[src/rtl/core/iss_pkg.sv]
// Shared constants, codes and control types for the indexed sequence store.
package iss_pkg;

   // Storage geometry
   localparam int DEPTH      = 16;
   localparam int DATA_WIDTH = 32;
   localparam int CNT_W      = $clog2(DEPTH + 1);
   localparam int IDX_W      = (DEPTH > 1) ? $clog2(DEPTH) : 1;

   // Port field widths
   localparam int FUNC_W   = 3;
   localparam int POS_W    = 5;
   localparam int VALUE_W  = 32;
   localparam int RDATA_W  = 32;
   localparam int COUNT_W  = 5;
   localparam int STATUS_W = 2;

   // Width for position/count comparisons
   localparam int CMP_W = (CNT_W > POS_W) ? CNT_W : POS_W;

   // Command codes
   localparam logic [FUNC_W-1:0] FUNC_PUSH_BACK  = 3'd0;
   localparam logic [FUNC_W-1:0] FUNC_PUSH_FRONT = 3'd1;
   localparam logic [FUNC_W-1:0] FUNC_INSERT     = 3'd2;
   localparam logic [FUNC_W-1:0] FUNC_REMOVE_AT  = 3'd3;
   localparam logic [FUNC_W-1:0] FUNC_POP_FRONT  = 3'd4;
   localparam logic [FUNC_W-1:0] FUNC_POP_BACK   = 3'd5;
   localparam logic [FUNC_W-1:0] FUNC_READ       = 3'd6;
   localparam logic [FUNC_W-1:0] FUNC_CLEAR      = 3'd7;

   // Status codes
   localparam logic [STATUS_W-1:0] STATUS_OK    = 2'd0;
   localparam logic [STATUS_W-1:0] STATUS_FULL  = 2'd1;
   localparam logic [STATUS_W-1:0] STATUS_EMPTY = 2'd2;
   localparam logic [STATUS_W-1:0] STATUS_RANGE = 2'd3;

   // Controller to datapath commands
   typedef struct packed {
      logic load;   // capture the incoming command
      logic exec;   // run the held command and register its result
   } dp_cmd_type;

endpackage

[src/rtl/core/iss_datapath.sv]
// Datapath: element register chain, count, command hold and result registers.
module iss_datapath (
   input  logic                          clock,
   input  logic                          reset,
   input  iss_pkg::dp_cmd_type           cmd,
   input  logic [iss_pkg::FUNC_W-1:0]    req_func,
   input  logic [iss_pkg::POS_W-1:0]     req_position,
   input  logic [iss_pkg::VALUE_W-1:0]   req_value,
   output logic [iss_pkg::RDATA_W-1:0]   rsp_read_data,
   output logic [iss_pkg::COUNT_W-1:0]   rsp_count,
   output logic [iss_pkg::STATUS_W-1:0]  rsp_status
);
   import iss_pkg::*;

   logic [FUNC_W-1:0]     func_ff;
   logic [POS_W-1:0]      pos_ff;
   logic [DATA_WIDTH-1:0] value_ff;

   logic [DATA_WIDTH-1:0] elem_ff [DEPTH];
   logic [DATA_WIDTH-1:0] elem_in [DEPTH];
   logic [CNT_W-1:0]      count_ff;
   logic [CNT_W-1:0]      count_in;

   logic [DATA_WIDTH-1:0] rd_ff;
   logic [DATA_WIDTH-1:0] rd_in;
   logic [STATUS_W-1:0]   status_ff;
   logic [STATUS_W-1:0]   status_in;

   logic [CMP_W-1:0]      pos_ext;
   logic [CMP_W-1:0]      cnt_ext;
   logic [CMP_W-1:0]      eff_pos;
   logic [IDX_W-1:0]      eff_idx;
   logic                  is_full;
   logic                  is_empty;
   logic                  do_ins;
   logic                  do_rem;

   // Command hold
   always_ff @(posedge clock) begin
      if (cmd.load) begin
         func_ff  <= req_func;
         pos_ff   <= req_position;
         value_ff <= req_value[DATA_WIDTH-1:0];
      end
   end

   // Decode and check
   always_comb begin
      pos_ext   = CMP_W'(pos_ff);
      cnt_ext   = CMP_W'(count_ff);
      is_full   = (count_ff == CNT_W'(DEPTH));
      is_empty  = (count_ff == '0);
      eff_pos   = pos_ext;
      status_in = STATUS_OK;
      do_ins    = 1'b0;
      do_rem    = 1'b0;
      count_in  = count_ff;
      rd_in     = '0;
      unique case (func_ff)
         FUNC_PUSH_BACK, FUNC_PUSH_FRONT, FUNC_INSERT: begin
            if (func_ff == FUNC_PUSH_BACK) begin
               eff_pos = cnt_ext;
            end else if (func_ff == FUNC_PUSH_FRONT) begin
               eff_pos = '0;
            end
            if (is_full) begin
               status_in = STATUS_FULL;
            end else if (func_ff == FUNC_INSERT && pos_ext > cnt_ext) begin
               status_in = STATUS_RANGE;
            end else begin
               do_ins   = 1'b1;
               count_in = count_ff + CNT_W'(1);
            end
         end
         FUNC_REMOVE_AT, FUNC_POP_FRONT, FUNC_POP_BACK, FUNC_READ: begin
            if (func_ff == FUNC_POP_FRONT) begin
               eff_pos = '0;
            end else if (func_ff == FUNC_POP_BACK) begin
               eff_pos = cnt_ext - CMP_W'(1);
            end
            if (is_empty) begin
               status_in = STATUS_EMPTY;
            end else if ((func_ff == FUNC_REMOVE_AT || func_ff == FUNC_READ)
                         && pos_ext >= cnt_ext) begin
               status_in = STATUS_RANGE;
            end else begin
               rd_in = elem_ff[eff_idx];
               if (func_ff != FUNC_READ) begin
                  do_rem   = 1'b1;
                  count_in = count_ff - CNT_W'(1);
               end
            end
         end
         FUNC_CLEAR: begin
            count_in = '0;
         end
         default: begin
            count_in = count_ff;
         end
      endcase
   end

   assign eff_idx = eff_pos[IDX_W-1:0];

   // Per-entry shift selection
   always_comb begin
      for (int i = 0; i < DEPTH; i++) begin
         elem_in[i] = elem_ff[i];
         if (do_ins) begin
            if (CMP_W'(i) == eff_pos) begin
               elem_in[i] = value_ff;
            end else if (CMP_W'(i) > eff_pos) begin
               elem_in[i] = elem_ff[(i > 0) ? i - 1 : 0];
            end
         end else if (do_rem) begin
            if (CMP_W'(i) >= eff_pos && i + 1 < DEPTH) begin
               elem_in[i] = elem_ff[(i + 1 < DEPTH) ? i + 1 : i];
            end
         end
      end
   end

   always_ff @(posedge clock) begin
      if (cmd.exec) begin
         for (int i = 0; i < DEPTH; i++) begin
            elem_ff[i] <= elem_in[i];
         end
         rd_ff     <= rd_in;
         status_ff <= status_in;
      end
   end

   always_ff @(posedge clock) begin
      if (reset) begin
         count_ff <= '0;
      end else if (cmd.exec) begin
         count_ff <= count_in;
      end
   end

   // Count only moves on exec, which waits for the result register to drain
   assign rsp_read_data = RDATA_W'(rd_ff);
   assign rsp_count     = COUNT_W'(count_ff);
   assign rsp_status    = status_ff;

endmodule

[src/rtl/core/iss_ctrl.sv]
// Controller: command hold sequencing and result register handshake.
module iss_ctrl (
   input  logic                 clock,
   input  logic                 reset,
   input  logic                 req_valid,
   output logic                 req_stall,
   output logic                 rsp_valid,
   input  logic                 rsp_stall,
   output iss_pkg::dp_cmd_type  cmd
);
   import iss_pkg::*;

   localparam logic S_IDLE = 1'b0;
   localparam logic S_EXEC = 1'b1;

   logic state_ff;
   logic state_in;
   logic out_valid_ff;
   logic out_valid_in;
   logic out_free;

   assign out_free  = !out_valid_ff || !rsp_stall;
   assign req_stall = (state_ff != S_IDLE);
   assign rsp_valid = out_valid_ff;

   always_comb begin
      state_in     = state_ff;
      out_valid_in = out_valid_ff && rsp_stall;
      cmd.load     = 1'b0;
      cmd.exec     = 1'b0;
      unique case (state_ff)
         S_IDLE: begin
            if (req_valid) begin
               cmd.load = 1'b1;
               state_in = S_EXEC;
            end
         end
         S_EXEC: begin
            if (out_free) begin
               cmd.exec     = 1'b1;
               out_valid_in = 1'b1;
               state_in     = S_IDLE;
            end
         end
         default: begin
            state_in = S_IDLE;
         end
      endcase
   end

   always_ff @(posedge clock) begin
      if (reset) begin
         state_ff     <= S_IDLE;
         out_valid_ff <= 1'b0;
      end else begin
         state_ff     <= state_in;
         out_valid_ff <= out_valid_in;
      end
   end

endmodule

[src/rtl/core/indexed_sequence_store.sv]
// Top level: ordered sequence store with insert/remove at position.
// Flow: capture into the command hold, then execute into the result register when free.
// Requests stall until the held command executes; the command hold register accepts
//   the next transfer while the previous result waits in the result register.
// Reset (synchronous, active high) clears the count and the handshake state;
//   element contents stay undefined until written.
module indexed_sequence_store (
   input  logic                          clock,
   input  logic                          reset,
   input  logic                          req_valid,
   output logic                          req_stall,
   input  logic [iss_pkg::FUNC_W-1:0]    req_func,
   input  logic [iss_pkg::POS_W-1:0]     req_position,
   input  logic [iss_pkg::VALUE_W-1:0]   req_value,
   output logic                          rsp_valid,
   input  logic                          rsp_stall,
   output logic [iss_pkg::RDATA_W-1:0]   rsp_read_data,
   output logic [iss_pkg::COUNT_W-1:0]   rsp_count,
   output logic [iss_pkg::STATUS_W-1:0]  rsp_status
);
   import iss_pkg::*;

   // Load/execute strobes from the controller to the datapath
   dp_cmd_type cmd;

   // Sequence the capture and execute steps, and own the stall and valid outputs
   iss_ctrl u_ctrl (
      .clock     (clock),
      .reset     (reset),
      .req_valid (req_valid),
      .req_stall (req_stall),
      .rsp_valid (rsp_valid),
      .rsp_stall (rsp_stall),
      .cmd       (cmd)
   );

   // Hold the element chain, the count and the registered result; each insert or
   // remove shifts every entry past the position by one place at once
   iss_datapath u_datapath (
      .clock         (clock),
      .reset         (reset),
      .cmd           (cmd),
      .req_func      (req_func),
      .req_position  (req_position),
      .req_value     (req_value),
      .rsp_read_data (rsp_read_data),
      .rsp_count     (rsp_count),
      .rsp_status    (rsp_status)
   );

endmodule
[config.mk]
export PLATFORM = sky130hd
export DESIGN_NAME = indexed_sequence_store
export DESIGN_NICKNAME = d
export VERILOG_FILES = /design/src/rtl/core/iss_pkg.sv /design/src/rtl/core/iss_datapath.sv /design/src/rtl/core/iss_ctrl.sv /design/src/rtl/core/indexed_sequence_store.sv
export SDC_FILE = /design/constraint.sdc
export NUM_CORES = 2
export LEC_CHECK = 0
export ABC_AREA = 0
export BUFFER_PORTS_ARGS = -buffer_cell sky130_fd_sc_hd__buf_2
export CAP_MARGIN = 0
export CORE_ASPECT_RATIO = 0.8
export CORE_UTILIZATION = 45
export CTS_CLUSTER_SIZE = 10
export DETAILED_ROUTE_END_ITERATION = 6
export SLEW_MARGIN = 5
export SYNTH_ARGS = -nofsm -noshare
export SYNTH_HDL_FRONTEND = slang
export SYNTH_SLANG_ARGS = --single-unit
[constraint.sdc]
create_clock -name clock -period 7.7 [get_ports clock]
set_input_delay 0.77 -clock clock [delete_from_list [all_inputs] [get_ports clock]]
set_output_delay 0.77 -clock clock [all_outputs]
set_load 0.02 [all_outputs]
Yosys cells after proc, flatten, opt, wreduce, memory -nomap -nowiden. Memory sizes are Yosys's and may differ from the RTL's. A register that Yosys moved wholly into a read port is not among the register bits. Index checks and enable logic that the tools add are counted.

Flip-flop bits (word level): 49. Input port bits: 44. Output and inout bits: 41. Word-level logic and storage cells: 197. RAM bits: 512. Memories kept: 1.

$lt $le $gt $ge: 32. Equal/unequal tests: 29. Add/sub/neg operators: 2. Muxes and demuxes: 110. Reductions and logical operators: 14. Bitwise logic cells: 2.

Memories: u_datapath.elem_ff (depth 16, bits a word 32, rd ports 17, clocked after Yosys merged registers in 1, wr ports 16, line iss_datapath.sv:19) `logic [DATA_WIDTH-1:0] elem_ff [DEPTH];`.

Operators by type and width (number): 2-to-1 mux 32 bit (77); 2-to-1 mux 5 bit (9); equality test 4 x 5 -> 1 bit, first input constant (8); > comparator 4 x 5 -> 1 bit, first input constant (8); greater-or-equal comparator 4 x 5 -> 1 bit, first input constant (7); equality test 3 x 5 -> 1 bit, first input constant (4); greater-or-equal comparator 3 x 5 -> 1 bit, first input constant (4); > comparator 3 x 5 -> 1 bit, first input constant (4); 2-to-1 mux 1 bit (16); one-hot mux 5 bit (3 select lines) (1); equality test 3 bit, second input constant (4); equality test 2 x 5 -> 1 bit, first input constant (2); greater-or-equal comparator 1 x 5 -> 1 bit, first input constant (2); greater-or-equal comparator 2 x 5 -> 1 bit, first input constant (2); > comparator 2 x 5 -> 1 bit, first input constant (2); logical NOT 5 bit (2); one-hot mux 5 bit (2 select lines) (1); 2-to-1 mux 2 bit (4); inequality test 2 bit, second input constant (4); equality test 3 x 2 -> 1 bit, second input constant (2); AND reduction 6 bit (1); OR reduction 3 bit (2); adder 5 x 1 -> 5 bit, second input constant (1); equality test 1 x 5 -> 1 bit, first input constant (1); 16 further kinds (21).

Depth between registers and ports, before layout.
Depth in word-level cells: 8. Depth in mapped cells: 13. Mapped depth without buffers: 9.

Cells and area by module. Synthesis repeated with hierarchy kept, for this count alone.

Cell total of the unflattened synthesis: 3052. Area total of the unflattened synthesis: 33113.0 µm².

Modules (own cells, without submodules): iss_datapath (cells each 3043, times used 1, sequential area each 17697.0 µm², area an instance 33020.4 µm²); iss_ctrl (cells each 9, times used 1, sequential area each 40.0 µm², area an instance 92.6 µm²).

Worst setup path before layout. No wires, ideal clock.

Path type: reg-to-reg. Start: reg, netlist name u_datapath.rsp_count[3]. End: mem u_datapath.elem_ff[15][0] (enable). Path slack: 2693 ps. Required time: 7239 ps. Buffers on the path: 4. Data arrival time: 4546 ps. Stages on the path, launching flop included: 12. Clock period less this slack: 5007 ps. Library setup time: 461 ps. Cells stage by stage: dfxtp_1 > clkbuf_1 > inv_1 > ha_1 > and4_1 > a21oi_1 > o21a_1 > o21ai_2 > buf_2 > buf_2 > clkbuf_1 > nor3_1.

RTL lines (line): to (decl) (iss_datapath.sv:19).

==> metrics.md <==
| Metric | Value |
|---|---|
| Outcome | `finished with violations` |
| Failing checks | `design-rule violations` |
| Final Setup Violations | `0` |
| Reg2reg end | `u_datapath.elem_ff[6][27]` |
| Die Y | `246 um` |
| Critical Path End Type | `flop` |
| FF-to-FF path depth | `11` |
| GRT Total Usage | `30.1%` |
| Post-synth net total | `3236` |
| CTS Buffer Depth | `3` |
| RSZ-0062 raised after global routing | `no` |
| Reg clk slew, reported paths | `0.06 ns` |
| Synth Flop Type | `edfxtp_1` |
| Routed Wire Length | `115000 um` |
| DRT iter0 DRCs | `3813` |
| Htree depth | `3` |
| Pleak | `14.7 nW` |
| FF-to-FF Start | `u_datapath.rsp_count[2]` |
| Min setup slack post-route | `2.45 ns` |
| Hold worst-path end | `u_datapath.pos_ext[4]` |
| DP Worst Slack | `2.63 ns` |
| Max VDD drop | `0.000140 V` |
| Post-layout min period | `5.25 ns` |
| Most common cell in the netlist | `nand2_1` |
| Placer Congestion | `0.870` |
| 1st-pass router iterations | `7` |
| Yosys cell types | `79` |
| Core footprint | `73600 sq um` |
| Simple-Gate Fraction of Synth Area | `13.0%` |
| Synth cell count leaders | `nand2_1, edfxtp_1, mux2i_1, o21ai_0, clkbuf_1` |
| Final Net Count | `3171` |
| Antenna-violating nets left | `0` |
| Die area | `75400 sq um` |
| Sequential share of the synthesized area | `53.0%` |
| Post-DR vias/cell | `6.46` |
| Cell Area, Synth | `33400 sq um` |
| TritonCTS Sinks | `593` |
| Initial antenna violation count | `2` |
| Synth area leader | `edfxtp_1` |
| Hold path cells | `1` |
| Cell Rows | `89` |
| Register bit count reported by yosys | `593` |
| Placed cell area | `34500 sq um` |
| HP Class | `primary input to flop` |
| CP arrival | `5.53 ns` |
| DRC violations left | `4` |
| Slew Viols, Final | `0` |
| Synthesized-area fraction occupied by adder cells | `0.262%` |
| WP data required | `7.97 ns` |
| Synth top area share | `52.6%` |
| Final period util | `68.2%` |
| Xor/xnor cell area share of the yosys netlist | `0.0524%` |
| Power after layout | `8.33 mW` |
| Post-synth EDFFs | `586` |
| Power Dens Cells | `229 nW/um^2` |
| Share of flip-flops with an asynchronous set or reset | `0%` |
| Worst reg2reg setup slack | `2.45 ns` |
| Vias | `26700` |
| Synth warnings | `0` |
| Max Cap Viol | `0` |
| Largest family of logic cells by synthesized area | `multiplexers` |
| Worst-Skew Late Latency | `0.62 ns` |
| Global-route congestion overflow total | `0` |
| WL per Instance | `27.9 um` |
| Gate count after technology mapping | `3185` |
| Mux cell area share after synthesis | `15.8%` |
| Synth Area in Compound Gates | `13.5%` |
| Starting Density | `45.4%` |
| Fin area | `36400 sq um` |
| CP Launch Type | `flop` |
| First-pass GRT wire length | `169000 um` |
| Hold Startpoint | `req_position[4]` |
| Num ports | `85` |
| Fin. Hold Viols | `0` |
| Largest net degree at the start of global routing | `212` |
| Worst-path maximum fanout | `17` |
| Vias in the first global route | `25400` |
| Setup_tns | `0 ns` |
| Syn-to-layout area delta | `8.94%` |
| Fmax | `0.190 GHz` |
| Slew @ Worst Pin | `1.26 ns` |
| CTS tree | `yes` |
| Cts hold-fix bufs | `0` |
| Post-CTS sizing | `0` |
| Post-CTS Setup Inserts | `0` |
| I/O Buffers | `84` |
| Relative slew slack | `15.7%` |
| Layout cells sized above 1 | `10.4%` |
| Fill cell count | `6613` |
| Top cells by area, synth | `edfxtp_1, mux2i_1, nand2_1` |
| Critical path class | `flop to flop` |
| Finished Core Util | `49.5%` |
| Syn_area_per_cell | `10.5 sq um` |
| TritonCTS Buffers | `70` |
| Die Width | `307 um` |
| Post-DP HPWL | `66800 um` |
| Worst Skew | `0.0158 ns` |
| Root buf cell | `clkbuf_16` |
-- worst max-delay path, stage by stage, from the launching register on --
cell,delay [ns]
dfxtp_1,0.61
inv_1,0.11
ha_1,0.34
a21o_1,0.18
a21oi_1,0.21
o311ai_0,0.33
nor3_1,0.82
a22oi_1,0.15
buf_4,0.25
nand2b_1,0.43
nor2_4,0.94
buf_4,0.50
-- cell usage in the layout, fill, tap and decap left out, types with 10 or more instances in the layout --
cell	synthesis	routed
buf_4	38	57
nor4_1	34	34
clkbuf_16	0	72
o211ai_1	68	68
o21ai_0	290	290
nor3_1	17	16
o21ai_1	124	124
a22oi_1	18	18
a221oi_1	30	30
mux2i_1	481	481
inv_1	12	10
nand2_1	785	785
a21oi_1	102	97
o22ai_1	22	22
edfxtp_1	586	586
o221ai_1	17	17
mux2_2	43	43
nand3_1	80	80
nor2_1	38	30
buf_2	60	84
and3_1	13	12
-- power breakdown --
| part | internal [mW] | switching (mW) | leakage, nW |
|---|---|---|---|
| sequential | 3.74 | 0.135 | 5.42 |
| combinational | 0.429 | 0.997 | 8.32 |
| clock | 1.70 | 1.33 | 0.937 |
-- layer usage --
layer / GRT usage (%) / share of wire (%) / vias up
met5: 0 / 0.0095 / -
met4: 9.81 / 3.2 / 2
met3: 5.98 / 11 / 248
met2: 44.8 / 43 / 1764
met1: 43.8 / 42 / 13100
li1: - / - / 11600
-- kinds of logic after synthesis --
group           after synthesis
compound gates              749
mux                         524
simple gates               1015
fa+ha+maj                     7
xor+xnor                      2
buf+inv                     295
flops                       593
-- metrics by stage --
step                hold slack [ns]  instances
floorplan                     0.516       3185
detailed placement            0.513       4049
global placement              0.499       4049
CTS                           0.293       4136
finish                        0.319       4137
global route                  0.306       4136
-- state kept, by name (all words and copies together) (netlist names) --
signal / flops
u_datapath.pos_ext: 5
u_ctrl.rsp_valid: 1
u_datapath.func_ff: 3
u_ctrl.req_stall: 1
u_datapath.rsp_status: 2
u_datapath.rsp_count: 5
u_datapath.elem_ff: 512
u_datapath.rsp_read_data: 32
u_datapath.value_ff: 32
-- how the worst max path moves through the flow --
stage,slack [ns],start,to,cells past startpoint
6_report,2.45,u_datapath.rsp_count[2],u_datapath.elem_ff[6][27],11
5_1_grt,2.31,u_datapath.rsp_count[2],u_datapath.elem_ff[6][27],11
4_1_cts,2.60,u_datapath.rsp_count[2],u_datapath.elem_ff[6][27],11
3_5_place_dp,2.63,u_datapath.rsp_count[2],u_datapath.elem_ff[5][27],11
3_3_place_gp,2.71,u_datapath.rsp_count[2],u_datapath.elem_ff[6][27],11
2_1_floorplan,2.69,u_datapath.rsp_count[3],u_datapath.elem_ff[15][0],11
-- layout make-up --
class / instances / area [sq um] / area share [%]
sequential: 593 / 17700 / 48.7
antenna: 1 / 2.50 / 0.00687
multi-input combinational: 2297 / 14500 / 39.9
tap: 1001 / 1250 / 3.44
clock buffer: 80 / 1830 / 5.03
timing repair buffer: 146 / 948 / 2.60
inverter: 12 / 45.0 / 0.124
clock inverter: 7 / 81.3 / 0.223
Power figures use the tool's default switching activity.
